[src/hw/rtl/cmpl_pkg.sv]
// Shared constants, vertex tables and helper functions for the cube mesh point locator.
package cmpl_pkg;

    // Width of each cells register and of a cell coordinate along one axis.
    localparam int CELL_W = 11;
    // Largest cell count that the cells registers can hold.
    localparam int CELL_MAX = (1 << CELL_W) - 1;
    // Width of the global element index.
    localparam int INDEX_W = 33;
    // Width of the partial index ex * cells_y + ey.
    localparam int ROW_W = 2 * CELL_W;

    localparam int NUM_TETS  = 5;
    localparam int NUM_FACES = 4;
    localparam int TET_W     = 3;

    // Configuration register indexes.
    localparam int CFG_IDX_W = 2;
    localparam logic [CFG_IDX_W-1:0] CFG_CELLS_X      = 2'd0;
    localparam logic [CFG_IDX_W-1:0] CFG_CELLS_Y      = 2'd1;
    localparam logic [CFG_IDX_W-1:0] CFG_CELLS_Z      = 2'd2;
    localparam logic [CFG_IDX_W-1:0] CFG_ELEMENT_MODE = 2'd3;

    // Element modes.
    localparam logic MODE_HEX = 1'b0;
    localparam logic MODE_TET = 1'b1;

    // Unit-cube corners of the hexahedron vertices v0 to v7.
    localparam int CORNER [8][3] = '{
        '{0, 0, 0}, '{1, 0, 0}, '{1, 1, 0}, '{0, 1, 0},
        '{0, 0, 1}, '{1, 0, 1}, '{1, 1, 1}, '{0, 1, 1}
    };

    // Hexahedron vertices of each of the five tetrahedra.
    localparam int TET_MAP [NUM_TETS][4] = '{
        '{0, 1, 3, 4}, '{1, 2, 3, 6}, '{1, 3, 4, 6}, '{1, 4, 5, 6}, '{3, 4, 6, 7}
    };

    // Positions within a tetrahedron of the three vertices of each face.
    localparam int FACE_SEL [NUM_FACES][3] = '{
        '{0, 1, 2}, '{0, 3, 1}, '{1, 3, 2}, '{0, 2, 3}
    };

    // Coefficient of the signed volume of one face of one tetrahedron.
    // The volume is c0*x + c1*y + c2*z + c3*S, with S the coordinate scale;
    // k selects c0 to c3. Evaluated at elaboration only.
    function automatic int vol_coef(input int t, input int f, input int k);
        int ia;
        int ib;
        int ic;
        int r1 [3];
        int r2 [3];
        int n  [3];
        int res;
        ia = TET_MAP[t][FACE_SEL[f][0]];
        ib = TET_MAP[t][FACE_SEL[f][1]];
        ic = TET_MAP[t][FACE_SEL[f][2]];
        for (int i = 0; i < 3; i++)
        begin
            r1[i] = CORNER[ib][i] - CORNER[ia][i];
            r2[i] = CORNER[ic][i] - CORNER[ia][i];
        end
        n[0] = r1[1] * r2[2] - r1[2] * r2[1];
        n[1] = r1[2] * r2[0] - r1[0] * r2[2];
        n[2] = r1[0] * r2[1] - r1[1] * r2[0];
        if (k < 3)
        begin
            res = n[k];
        end
        else
        begin
            res = -(n[0] * CORNER[ia][0] + n[1] * CORNER[ia][1] + n[2] * CORNER[ia][2]);
        end
        return res;
    endfunction

    // A cell count of zero counts as one; counts above the limit are held at it.
    function automatic logic [CELL_W-1:0] clamp_cells(input logic [CELL_W-1:0] n,
                                                      input logic [CELL_W-1:0] lim);
        logic [CELL_W-1:0] res;
        res = n;
        if (n == '0)
        begin
            res = CELL_W'(1);
        end
        else if (n > lim)
        begin
            res = lim;
        end
        return res;
    endfunction

endpackage

[src/hw/rtl/cube_mesh_point_locate.sv]
// Top level of the cube mesh point locator: configuration registers and the locate pipeline.

// Locates a Q0.COORD_FRAC_BITS point of the unit cube in a cells_x by cells_y by
// cells_z mesh of hexahedra, or of five tetrahedra per hexahedron when element_mode
// is 1, and returns found and the global cell index. The pipeline has four register
// stages: the per-axis cell multiply, the row index and the twenty face-volume sign
// tests, the final index multiply with the tetrahedron pick, and the output register.
// A request is taken every clock cycle while in_stall is low. A stalled output holds the
// result, and the stages behind it keep filling until every stage is occupied, only then
// is in_stall raised. The user must write the configuration registers only while the
// pipeline is empty; the block itself does not enforce it.
module cube_mesh_point_locate
    import cmpl_pkg::*;
#(
    parameter int MAX_CELLS_PER_SIDE = 1024,
    parameter int COORD_FRAC_BITS    = 16
)
(
    input  logic                       clk,
    input  logic                       rst_n,
    // Configuration write port.
    input  logic                       cfg_write_en,
    input  logic [CFG_IDX_W-1:0]       cfg_index,
    input  logic [CELL_W-1:0]          cfg_data,
    // Request channel.
    input  logic                       in_valid,
    output logic                       in_stall,
    input  logic [COORD_FRAC_BITS-1:0] point_x,
    input  logic [COORD_FRAC_BITS-1:0] point_y,
    input  logic [COORD_FRAC_BITS-1:0] point_z,
    // Result channel.
    output logic                       out_valid,
    input  logic                       out_stall,
    output logic                       found,
    output logic [INDEX_W-1:0]         cell_index
);

    localparam int F       = COORD_FRAC_BITS;
    localparam int PROD_W  = F + CELL_W;
    localparam int VOL_W   = F + 5;
    localparam int MaxCnt  = (MAX_CELLS_PER_SIDE > CELL_MAX) ? CELL_MAX : MAX_CELLS_PER_SIDE;
    localparam logic [CELL_W-1:0] CELL_LIM = CELL_W'(MaxCnt);

    // Configuration registers.
    logic [CELL_W-1:0] cells_x_reg;
    logic [CELL_W-1:0] cells_y_reg;
    logic [CELL_W-1:0] cells_z_reg;
    logic              element_mode_reg;

    always_ff @(posedge clk or negedge rst_n)
    begin
        if (!rst_n)
        begin
            cells_x_reg      <= CELL_W'(1);
            cells_y_reg      <= CELL_W'(1);
            cells_z_reg      <= CELL_W'(1);
            element_mode_reg <= MODE_HEX;
        end
        else if (cfg_write_en)
        begin
            unique case (cfg_index)
                CFG_CELLS_X:      cells_x_reg      <= cfg_data;
                CFG_CELLS_Y:      cells_y_reg      <= cfg_data;
                CFG_CELLS_Z:      cells_z_reg      <= cfg_data;
                CFG_ELEMENT_MODE: element_mode_reg <= cfg_data[0];
                default:          ;
            endcase
        end
    end

    // Effective cell counts after clamping.
    logic [CELL_W-1:0] nx;
    logic [CELL_W-1:0] ny;
    logic [CELL_W-1:0] nz;

    assign nx = clamp_cells(cells_x_reg, CELL_LIM);
    assign ny = clamp_cells(cells_y_reg, CELL_LIM);
    assign nz = clamp_cells(cells_z_reg, CELL_LIM);

    // Stage valid bits and the enable chain; a stage moves when it is empty or
    // when the stage after it moves.
    logic a_valid_reg;
    logic b_valid_reg;
    logic c_valid_reg;
    logic out_valid_reg;
    logic a_en;
    logic b_en;
    logic c_en;
    logic d_en;

    assign d_en     = !out_valid_reg || !out_stall;
    assign c_en     = !c_valid_reg || d_en;
    assign b_en     = !b_valid_reg || c_en;
    assign a_en     = !a_valid_reg || b_en;
    assign in_stall = !a_en;

    always_ff @(posedge clk or negedge rst_n)
    begin
        if (!rst_n)
        begin
            a_valid_reg   <= 1'b0;
            b_valid_reg   <= 1'b0;
            c_valid_reg   <= 1'b0;
            out_valid_reg <= 1'b0;
        end
        else
        begin
            if (a_en)
            begin
                a_valid_reg <= in_valid;
            end
            if (b_en)
            begin
                b_valid_reg <= a_valid_reg;
            end
            if (c_en)
            begin
                c_valid_reg <= b_valid_reg;
            end
            if (d_en)
            begin
                out_valid_reg <= c_valid_reg;
            end
        end
    end

    // Stage A: scale each coordinate by its cell count, split into cell and offset.
    logic [PROD_W-1:0] prod_x_next;
    logic [PROD_W-1:0] prod_y_next;
    logic [PROD_W-1:0] prod_z_next;
    logic [CELL_W-1:0] ex_reg;
    logic [CELL_W-1:0] ey_reg;
    logic [CELL_W-1:0] ez_reg;
    logic [F-1:0]      loc_x_reg;
    logic [F-1:0]      loc_y_reg;
    logic [F-1:0]      loc_z_reg;

    assign prod_x_next = PROD_W'(point_x) * PROD_W'(nx);
    assign prod_y_next = PROD_W'(point_y) * PROD_W'(ny);
    assign prod_z_next = PROD_W'(point_z) * PROD_W'(nz);

    always_ff @(posedge clk)
    begin
        if (a_en && in_valid)
        begin
            ex_reg    <= prod_x_next[PROD_W-1:F];
            ey_reg    <= prod_y_next[PROD_W-1:F];
            ez_reg    <= prod_z_next[PROD_W-1:F];
            loc_x_reg <= prod_x_next[F-1:0];
            loc_y_reg <= prod_y_next[F-1:0];
            loc_z_reg <= prod_z_next[F-1:0];
        end
    end

    // Stage B: row index ex * ny + ey, and the face-volume sign tests.
    logic signed [VOL_W-1:0]                  xs;
    logic signed [VOL_W-1:0]                  ys;
    logic signed [VOL_W-1:0]                  zs;
    logic [NUM_TETS-1:0][NUM_FACES-1:0]       face_ok;
    logic [NUM_TETS-1:0]                      tet_ok_next;
    logic [ROW_W-1:0]                         row_next;
    logic [ROW_W-1:0]                         row_reg;
    logic [CELL_W-1:0]                        ez_b_reg;
    logic [NUM_TETS-1:0]                      tet_ok_reg;

    assign xs = $signed({5'b0, loc_x_reg});
    assign ys = $signed({5'b0, loc_y_reg});
    assign zs = $signed({5'b0, loc_z_reg});

    for (genvar t = 0; t < NUM_TETS; t++)
    begin : gen_tet
        for (genvar f = 0; f < NUM_FACES; f++)
        begin : gen_face
            localparam logic signed [VOL_W-1:0] K0 = VOL_W'(vol_coef(t, f, 0));
            localparam logic signed [VOL_W-1:0] K1 = VOL_W'(vol_coef(t, f, 1));
            localparam logic signed [VOL_W-1:0] K2 = VOL_W'(vol_coef(t, f, 2));
            localparam logic signed [VOL_W-1:0] K3 =
                VOL_W'(longint'(vol_coef(t, f, 3)) * (longint'(1) <<< F));
            logic signed [VOL_W-1:0] vol;

            assign vol = K0 * xs + K1 * ys + K2 * zs + K3;
            assign face_ok[t][f] = !vol[VOL_W-1];
        end
        assign tet_ok_next[t] = &face_ok[t];
    end

    assign row_next = ROW_W'(ROW_W'(ex_reg) * ROW_W'(ny)) + ROW_W'(ey_reg);

    always_ff @(posedge clk)
    begin
        if (b_en && a_valid_reg)
        begin
            row_reg    <= row_next;
            ez_b_reg   <= ez_reg;
            tet_ok_reg <= tet_ok_next;
        end
    end

    // Stage C: hexahedron index and the lowest tetrahedron that holds the point.
    logic [INDEX_W-1:0] hex_next;
    logic [INDEX_W-1:0] hex_reg;
    logic               tet_hit_next;
    logic [TET_W-1:0]   tet_num_next;
    logic               tet_hit_reg;
    logic [TET_W-1:0]   tet_num_reg;

    assign hex_next = INDEX_W'(INDEX_W'(row_reg) * INDEX_W'(nz)) + INDEX_W'(ez_b_reg);

    always_comb
    begin
        tet_hit_next = 1'b0;
        tet_num_next = '0;
        for (int i = NUM_TETS - 1; i >= 0; i--)
        begin
            if (tet_ok_reg[i])
            begin
                tet_hit_next = 1'b1;
                tet_num_next = TET_W'(i);
            end
        end
    end

    always_ff @(posedge clk)
    begin
        if (c_en && b_valid_reg)
        begin
            hex_reg     <= hex_next;
            tet_hit_reg <= tet_hit_next;
            tet_num_reg <= tet_num_next;
        end
    end

    // Stage D: final index in the chosen mode, held in the output register.
    logic [INDEX_W+1:0] tet_index;
    logic               found_next;
    logic [INDEX_W-1:0] cell_index_next;
    logic               found_reg;
    logic [INDEX_W-1:0] cell_index_reg;

    assign tet_index = {hex_reg, 2'b00} + {2'b00, hex_reg} + (INDEX_W + 2)'(tet_num_reg);

    always_comb
    begin
        priority if (element_mode_reg == MODE_HEX)
        begin
            found_next      = 1'b1;
            cell_index_next = hex_reg;
        end
        else if (tet_hit_reg)
        begin
            found_next      = 1'b1;
            cell_index_next = tet_index[INDEX_W-1:0];
        end
        else
        begin
            found_next      = 1'b0;
            cell_index_next = '0;
        end
    end

    always_ff @(posedge clk)
    begin
        if (d_en && c_valid_reg)
        begin
            found_reg      <= found_next;
            cell_index_reg <= cell_index_next;
        end
    end

    assign out_valid  = out_valid_reg;
    assign found      = found_reg;
    assign cell_index = cell_index_reg;

`ifndef ASSERT_OFF
    // A cell coordinate always lies below its cell count.
    assert property (@(posedge clk) disable iff (!rst_n)
        a_valid_reg |-> (ex_reg < nx) && (ey_reg < ny) && (ez_reg < nz))
        else $error("cell coordinate out of range");

    // The input side stalls only when every stage is full and the output is held.
    assert property (@(posedge clk) disable iff (!rst_n)
        in_stall |-> a_valid_reg && b_valid_reg && c_valid_reg && out_valid_reg && out_stall)
        else $error("input stalled with room in the pipeline");

    // A full stage B whose successor cannot move keeps its request.
    assert property (@(posedge clk) disable iff (!rst_n)
        b_valid_reg && !c_en |=> b_valid_reg && $stable(row_reg) && $stable(tet_ok_reg))
        else $error("stalled stage lost its request");

    // A miss carries index zero, and hexahedron mode always finds a cell.
    assert property (@(posedge clk) disable iff (!rst_n)
        out_valid_reg && !found_reg |-> cell_index_reg == '0 && element_mode_reg == MODE_TET)
        else $error("bad result for a missed point");
`endif

endmodule
[config.mk]
export PLATFORM = sky130hd
export DESIGN_NAME = cube_mesh_point_locate
export DESIGN_NICKNAME = d
export VERILOG_FILES = /design/src/hw/rtl/cmpl_pkg.sv /design/src/hw/rtl/cube_mesh_point_locate.sv
export SDC_FILE = /design/constraint.sdc
export NUM_CORES = 2
export LEC_CHECK = 0
export ABC_AREA = 1
export BUFFER_PORTS_ARGS = -buffer_cell sky130_fd_sc_hd__buf_4
export CORE_MARGIN = 2
export CORE_UTILIZATION = 60
export CTS_CLUSTER_DIAMETER = 150
export DETAILED_ROUTE_END_ITERATION = 16
export GPL_ROUTABILITY_DRIVEN = 0
export PLACE_DENSITY_LB_ADDON = 0.08
export REMOVE_ABC_BUFFERS = 1
export SLEW_MARGIN = 20
export SYNTH_ARGS = -nofsm -noshare
export SYNTH_HDL_FRONTEND = slang
export SYNTH_SLANG_ARGS = --single-unit
[constraint.sdc]
create_clock -name clk -period 5.6 [get_ports clk]
set_input_delay 0.56 -clock clk [delete_from_list [all_inputs] [get_ports clk]]
set_output_delay 0.56 -clock clk [all_outputs]
set_load 0.01 [all_outputs]
======== After elaboration in Yosys (flattened, before gate mapping) ========
Cells that the tools add are included.
storage, ports and cells
  flip-flop bits (word level) ............. 228
  bits of input ports ..................... 66
  output and inout port bits .............. 36
  word-level logic and storage cells ...... 118
operators by class
  add/sub/neg operators ................... 30
  $mul .................................... 5
  magnitude comparators ................... 3
  eq/ne operators ......................... 3
  muxes and demuxes ....................... 14
  reductions and logical operators ........ 39
operator list
  operator                                               number
  adder 21 x 18 -> 21 bit, second input constant         7
  adder 21 bit                                           5
  adder 21 x 17 -> 21 bit                                4
  multiplier 16 x 11 -> 27 bit                           3
  two-way mux 11 bit                                     6
  two-way mux 33 bit                                     2
  adder 21 x 17 -> 21 bit, second input constant         3
  negation 16 -> 21 bit                                  3
  adder 33 x 11 -> 33 bit                                1
  adder 33 x 3 -> 33 bit                                 1
  adder 33 bit                                           1
  greater-than comparator 11 bit, second input constant  3
  logical NOT 11 bit                                     3
  multiplier 22 x 11 -> 33 bit                           1
  adder 22 x 11 -> 22 bit                                1
  multiplier 11 x 11 -> 22 bit                           1
  adder 17 x 21 -> 21 bit                                1
  adder 19 x 17 -> 20 bit, second input constant         1
  adder 17 x 16 -> 18 bit                                1
  adder 16 x 16 -> 17 bit                                1
  logical NOT 1 bit                                      17
  AND reduction 3 bit                                    3
  AND reduction 2 bit                                    4
  == test 2 bit, second input constant                   2
  other kinds (10)                                       19

======== Depth between registers and ports, before layout ========
  depth after elaboration ................. 6
  gate-level depth with buffers ........... 34
  depth with buffers taken out ............ 34

======== Least setup slack after synthesis ========
Ideal clock, no wire load.
  kind .................................... register to register
  start point ............................. reg cells_z_reg[3]
  end point ............................... reg ez_reg[6], data pin
  library setup time ...................... 0.265 ns
  arrival time ............................ 5.503 ns
  required time ........................... 5.335 ns
  slack ................................... -0.168 ns
  stages on the path, launching flop included .. 25
  buffers on the path ..................... 1
  period minus slack after synthesis ...... 5.768 ns
  cell sequence ........................... dfrtp_1 -> or2_1 -> nor4_2 -> a21oi_2 -> inv_2 -> nand2_1 -> inv_2 -> buf_2 -> nand2_1 -> fa_1 -> fa_1 -> fa_1 -> inv_1 -> fa_1 -> inv_1 -> fa_1 -> inv_1 -> ha_1 -> a21oi_1 -> o21ai_0 -> a21oi_1 -> inv_1 -> a21oi_1 -> o21ai_0 -> xor2_1
between the ends
  cells in the longest elaborated chain, start to end .. 4
  elaborated cells on any way between the ends .. 5
  those cells by class .................... mul (1); order compare (1); mux (2); reduce/logical (1)
ends and longest elaborated chain
  what                              RTL line                       source
  from (decl)                       cube_mesh_point_locate.sv:47   logic [CELL_W-1:0] cells_z_reg;
  from (signal assigned)            cube_mesh_point_locate.sv:64   CFG_CELLS_Z: cells_z_reg <= cfg_data;
  greater-than comparator 11 bit    cmpl_pkg.sv:86                 else if (n > lim)
  two-way mux 11 bit                cmpl_pkg.sv:86
  two-way mux 11 bit (*)            cmpl_pkg.sv:82                 if (n == '0)
  multiplier 16 x 11 -> 27 bit (*)  cube_mesh_point_locate.sv:140  assign prod_z_next = PROD_W'(point_z) * PROD_W'(nz);
  via prod_z_next[22]               cube_mesh_point_locate.sv:130  logic [PROD_W-1:0] prod_z_next;
  to (signal assigned)              cube_mesh_point_locate.sv:148  ez_reg <= prod_z_next[PROD_W-1:F];
  to (decl)                         cube_mesh_point_locate.sv:133  logic [CELL_W-1:0] ez_reg;
The timed path passes the listed nets; every way through them passes the cells marked *.
A chain may end at the register's enable or synchronous reset.

======== Worst setup path after layout ========
  start point ............................. reg cells_y_reg[6]
  end point ............................... reg ey_reg[4], data pin
between the ends
  cells in the longest elaborated chain, start to end .. 4
  elaborated cells on any way between the ends .. 5
  those cells by class .................... mul (1); order compare (1); mux (2); reduce/logical (1)
ends and longest elaborated chain
  what                              RTL line                       source
  from (decl)                       cube_mesh_point_locate.sv:46   logic [CELL_W-1:0] cells_y_reg;
  from (signal assigned)            cube_mesh_point_locate.sv:63   CFG_CELLS_Y: cells_y_reg <= cfg_data;
  greater-than comparator 11 bit    cmpl_pkg.sv:86
  two-way mux 11 bit                cmpl_pkg.sv:86
  two-way mux 11 bit (*)            cmpl_pkg.sv:82
  multiplier 16 x 11 -> 27 bit (*)  cube_mesh_point_locate.sv:139  assign prod_y_next = PROD_W'(point_y) * PROD_W'(ny);
  via prod_y_next[20]               cube_mesh_point_locate.sv:129  logic [PROD_W-1:0] prod_y_next;
  to (signal assigned)              cube_mesh_point_locate.sv:147  ey_reg <= prod_y_next[PROD_W-1:F];
  to (decl)                         cube_mesh_point_locate.sv:132  logic [CELL_W-1:0] ey_reg;
Marks and branches as above.

==> reports/results.ini <==
[placement]
place_area_mm2 = 0.0527
io_buffers = 101
dp_hpwl_um = 112000

[setup_path]
crit_path_cell_trace = inv_2, nand4_1, nor2_2, a31oi_1, buf_4, buf_6, nor2_4, clkinv_4, nor2_1, fa_1, fa_2, fa_1, fa_1, inv_1, fa_1, inv_2, ha_4, buf_6, nand2_4, nor2_4, nand2_4, o21ai_2, a21o_1, xor2_1
worstSetupPathType = flop to flop
path_delay_family = adder cells
endpoint_kind = flop
worst-path-max-fanout = 8
cp_data_arrival_time_ns = 6.32
cp.buffers_inverters = 7
cp_slowest_cell = fa_2
crit_top_cell = fa_1
required_ns = 5.98
slowest_delay_ns = 0.62
start_kind = flop

[logic_synthesis]
ys_seq_elements = 228
synthCells = 6029
synth_area_mm2 = 0.0479
synthArstFlopShare_pct = 16.7
synth_flop_cell = edfxtp_1
synth_warnings = 0
synth-edff-count = 190
avgSynthCellArea_um2 = 7.94
yosysSeqAreaShare_pct = 13.9
yosysUniqueCellTypes = 52

[finish]
final_area_mm2 = 0.0592
nets = 8005
fin_util_pct = 74.9
drive_gt1_share_pct = 21.5
area_growth_pct = 23.7

[global_route]
antenna_found_initial = 5
track_usage_pct = 33.6
grt_pass1_wl_um = 219000
grt_max_degree = 55
overflow = 0
grt_pass1_vias = 42900

[cts]
htreeDepth = 1
path_clk_slew_ns = 0.07
cts_buffer_depth = 3
clock_latency_ns = 0.60
clock-sinks = 228
clock-root-buffer = clkbuf_16
cts_inserted_buffers = 30
cts_tree = built

[timing]
tightestPinTransition_ns = 1.05
finalSetupViolCount = 69
final_max_slew_viol_count = 0
hold_violations = 0
max-slew-margin-rel_pct = 29.7
rsz0062_at_grt = yes
max_freq_mhz = 168
final.period_utilization_pct = 106
fin_ws_ns = -0.345
finClkSkew_ns = 0.0204
setup-tns-final_ns = -11.70
min_period_ns = 5.94

[floorplanning]
die_h_um = 286
initial_core_util_pct = 60.6
rows = 103
num_io_pins = 102
core-area_mm2 = 0.0790
dieArea_mm2 = 0.0821
dieWidth_um = 286

[detailed_routing]
drt_iter0_drc = 3486
routed_wl_um = 143000
vias = 42800
ant_nets = 0
first_pass_iters = 6
detail_route.drc_violations = 0
via_per_inst = 5.57
wl_per_cell_um = 18.7

[status]
status = complete, but fails checks
failed_checks = negative setup slack

[hold_path]
hp-class = input pin to flop

[flow_run]
drv_cap = 0

-- worst register-to-register path: cells and delay by family (launching register included) --
| kind | cells | cell delay (ns) |
|---|---|---|
| adder cells (fa/ha/maj) | 6 | 2.85 |
| XOR/XNOR | 1 | 0.31 |
| flip-flops | 1 | 0.40 |
| buffers and inverters | 7 | 0.78 |
| AO/OA/AOI/OAI | 3 | 0.43 |
| AND/OR/NAND/NOR | 7 | 0.95 |
-- layout by cell type, fill, tap and decap left out, types with 13 or more instances in the layout --
cell type  count
nor2_4        48
fa_1         607
clkbuf_16     36
nand2_4       61
edfxtp_1     190
o21ai_0      139
a31oi_1       13
o21bai_1      21
buf_12        19
nor3_1        29
ha_1         605
a21oi_1      200
nand4_1       48
a21oi_2       50
fa_2          55
ha_4          63
xnor2_1       73
nand2_1     1127
xor2_1       135
inv_1       1249
nor2_2        64
nor2_1       503
a21oi_4       43
a21o_1        25
nand2_2       66
buf_6        109
o21ai_2       39
buf_4        513
inv_2        113
dfrtp_1       35
nand3_1      120
-- metal layers --
layer | global-route usage (%) | up-vias | wire, um
li1 | - | 19800 | -
met1 | 44.9 | 20800 | 56600
met2 | 55.9 | 1858 | 67800
met3 | 4.94 | 405 | 12000
met4 | 11.7 | 6 | 6970
met5 | 0 | - | 41
-- repair_timing --
item / in CTS / in global routing
resized for setup: 489 / 596
gates cloned: 4 / 3
buffers inserted: 69 / 78
endpoints found under the hold margin: 35 / 0
setup endpoints to repair: 76 / 89
hold buffers: 1 / 0
pin swaps: 174 / 327
-- logic make-up (layout without fill, tap and decap cells) --
kind of cell    Yosys count  after routing  synth area share [%]
compound gates          622            622                  7.22
xor+xnor                225            225                  4.12
fa+ha+maj              1335           1335                  45.3
buf+inv                1497           2096                  11.8
flops                   228            228                  13.9
other cells               0              3                     0
simple gates           2122           2122                  17.6
-- final timing paths --
path | start | end | slack [ns] | cells after the start
worst min-delay path | out_stall | out_valid | 0.21 | 3
worst min register to register | ez_reg[6] | ez_b_reg[6] | 0.42 | 0
min in group asynchronous | rst_n | cells_x_reg[10] | 0.51 | 2
worst max-delay path | cells_y_reg[6] | ey_reg[4] | -0.34 | 24
max in group asynchronous | rst_n | a_valid_reg | 4.65 | 2
worst max register to register | cells_y_reg[6] | ey_reg[4] | -0.34 | 24
-- stage by stage --
stage	setup slack, ns	hold WS (ns)	std cells
final	-0.345	0.213	7681
after global routing	-0.550	0.217	7680
after CTS	-0.251	0.190	7603
after detailed placement	-0.449	0.406	7477
after global placement	-0.340	0.403	7477
after floorplan	-0.749	0.264	5913
-- Yosys cell counts, types with 8 or more instances --
| master | n | area, um^2 |
|---|---|---|
| a21boi_0 | 11 | 82.6 |
| a21o_1 | 25 | 188 |
| a21oi_1 | 292 | 1460 |
| a31oi_1 | 21 | 131 |
| buf_1 | 25 | 93.8 |
| buf_2 | 29 | 145 |
| clkbuf_1 | 57 | 214 |
| dfrtp_1 | 35 | 876 |
| edfxtp_1 | 190 | 5710 |
| fa_1 | 662 | 13300 |
| ha_1 | 673 | 8420 |
| inv_1 | 1367 | 5130 |
| inv_2 | 9 | 33.8 |
| nand2_1 | 1254 | 4710 |
| nand3_1 | 134 | 671 |
| nand4_1 | 48 | 300 |
| nor2_1 | 605 | 2270 |
| nor2_2 | 9 | 56.3 |
| nor3_1 | 40 | 200 |
| nor4_1 | 8 | 50.1 |
| o211ai_1 | 8 | 60.1 |
| o21a_1 | 9 | 67.6 |
| o21ai_0 | 190 | 951 |
| o21bai_1 | 27 | 203 |
| o31ai_1 | 10 | 75.1 |
| xnor2_1 | 80 | 701 |
| xor2_1 | 145 | 1270 |
-- final cells by class --
class	instances	area [um^2]
fill	5649	19800
inverter	1381	5260
tap	1050	1310
clock inverter	15	134
antenna	3	7.51
clock buffer	41	886
timing repair buffer	659	5800
multi-input combinational	4304	39100
sequential	228	6660
Power is left out: the tool's default activity adds up to more than one toggle a clock period on the data nets, which glitch-free logic cannot reach.
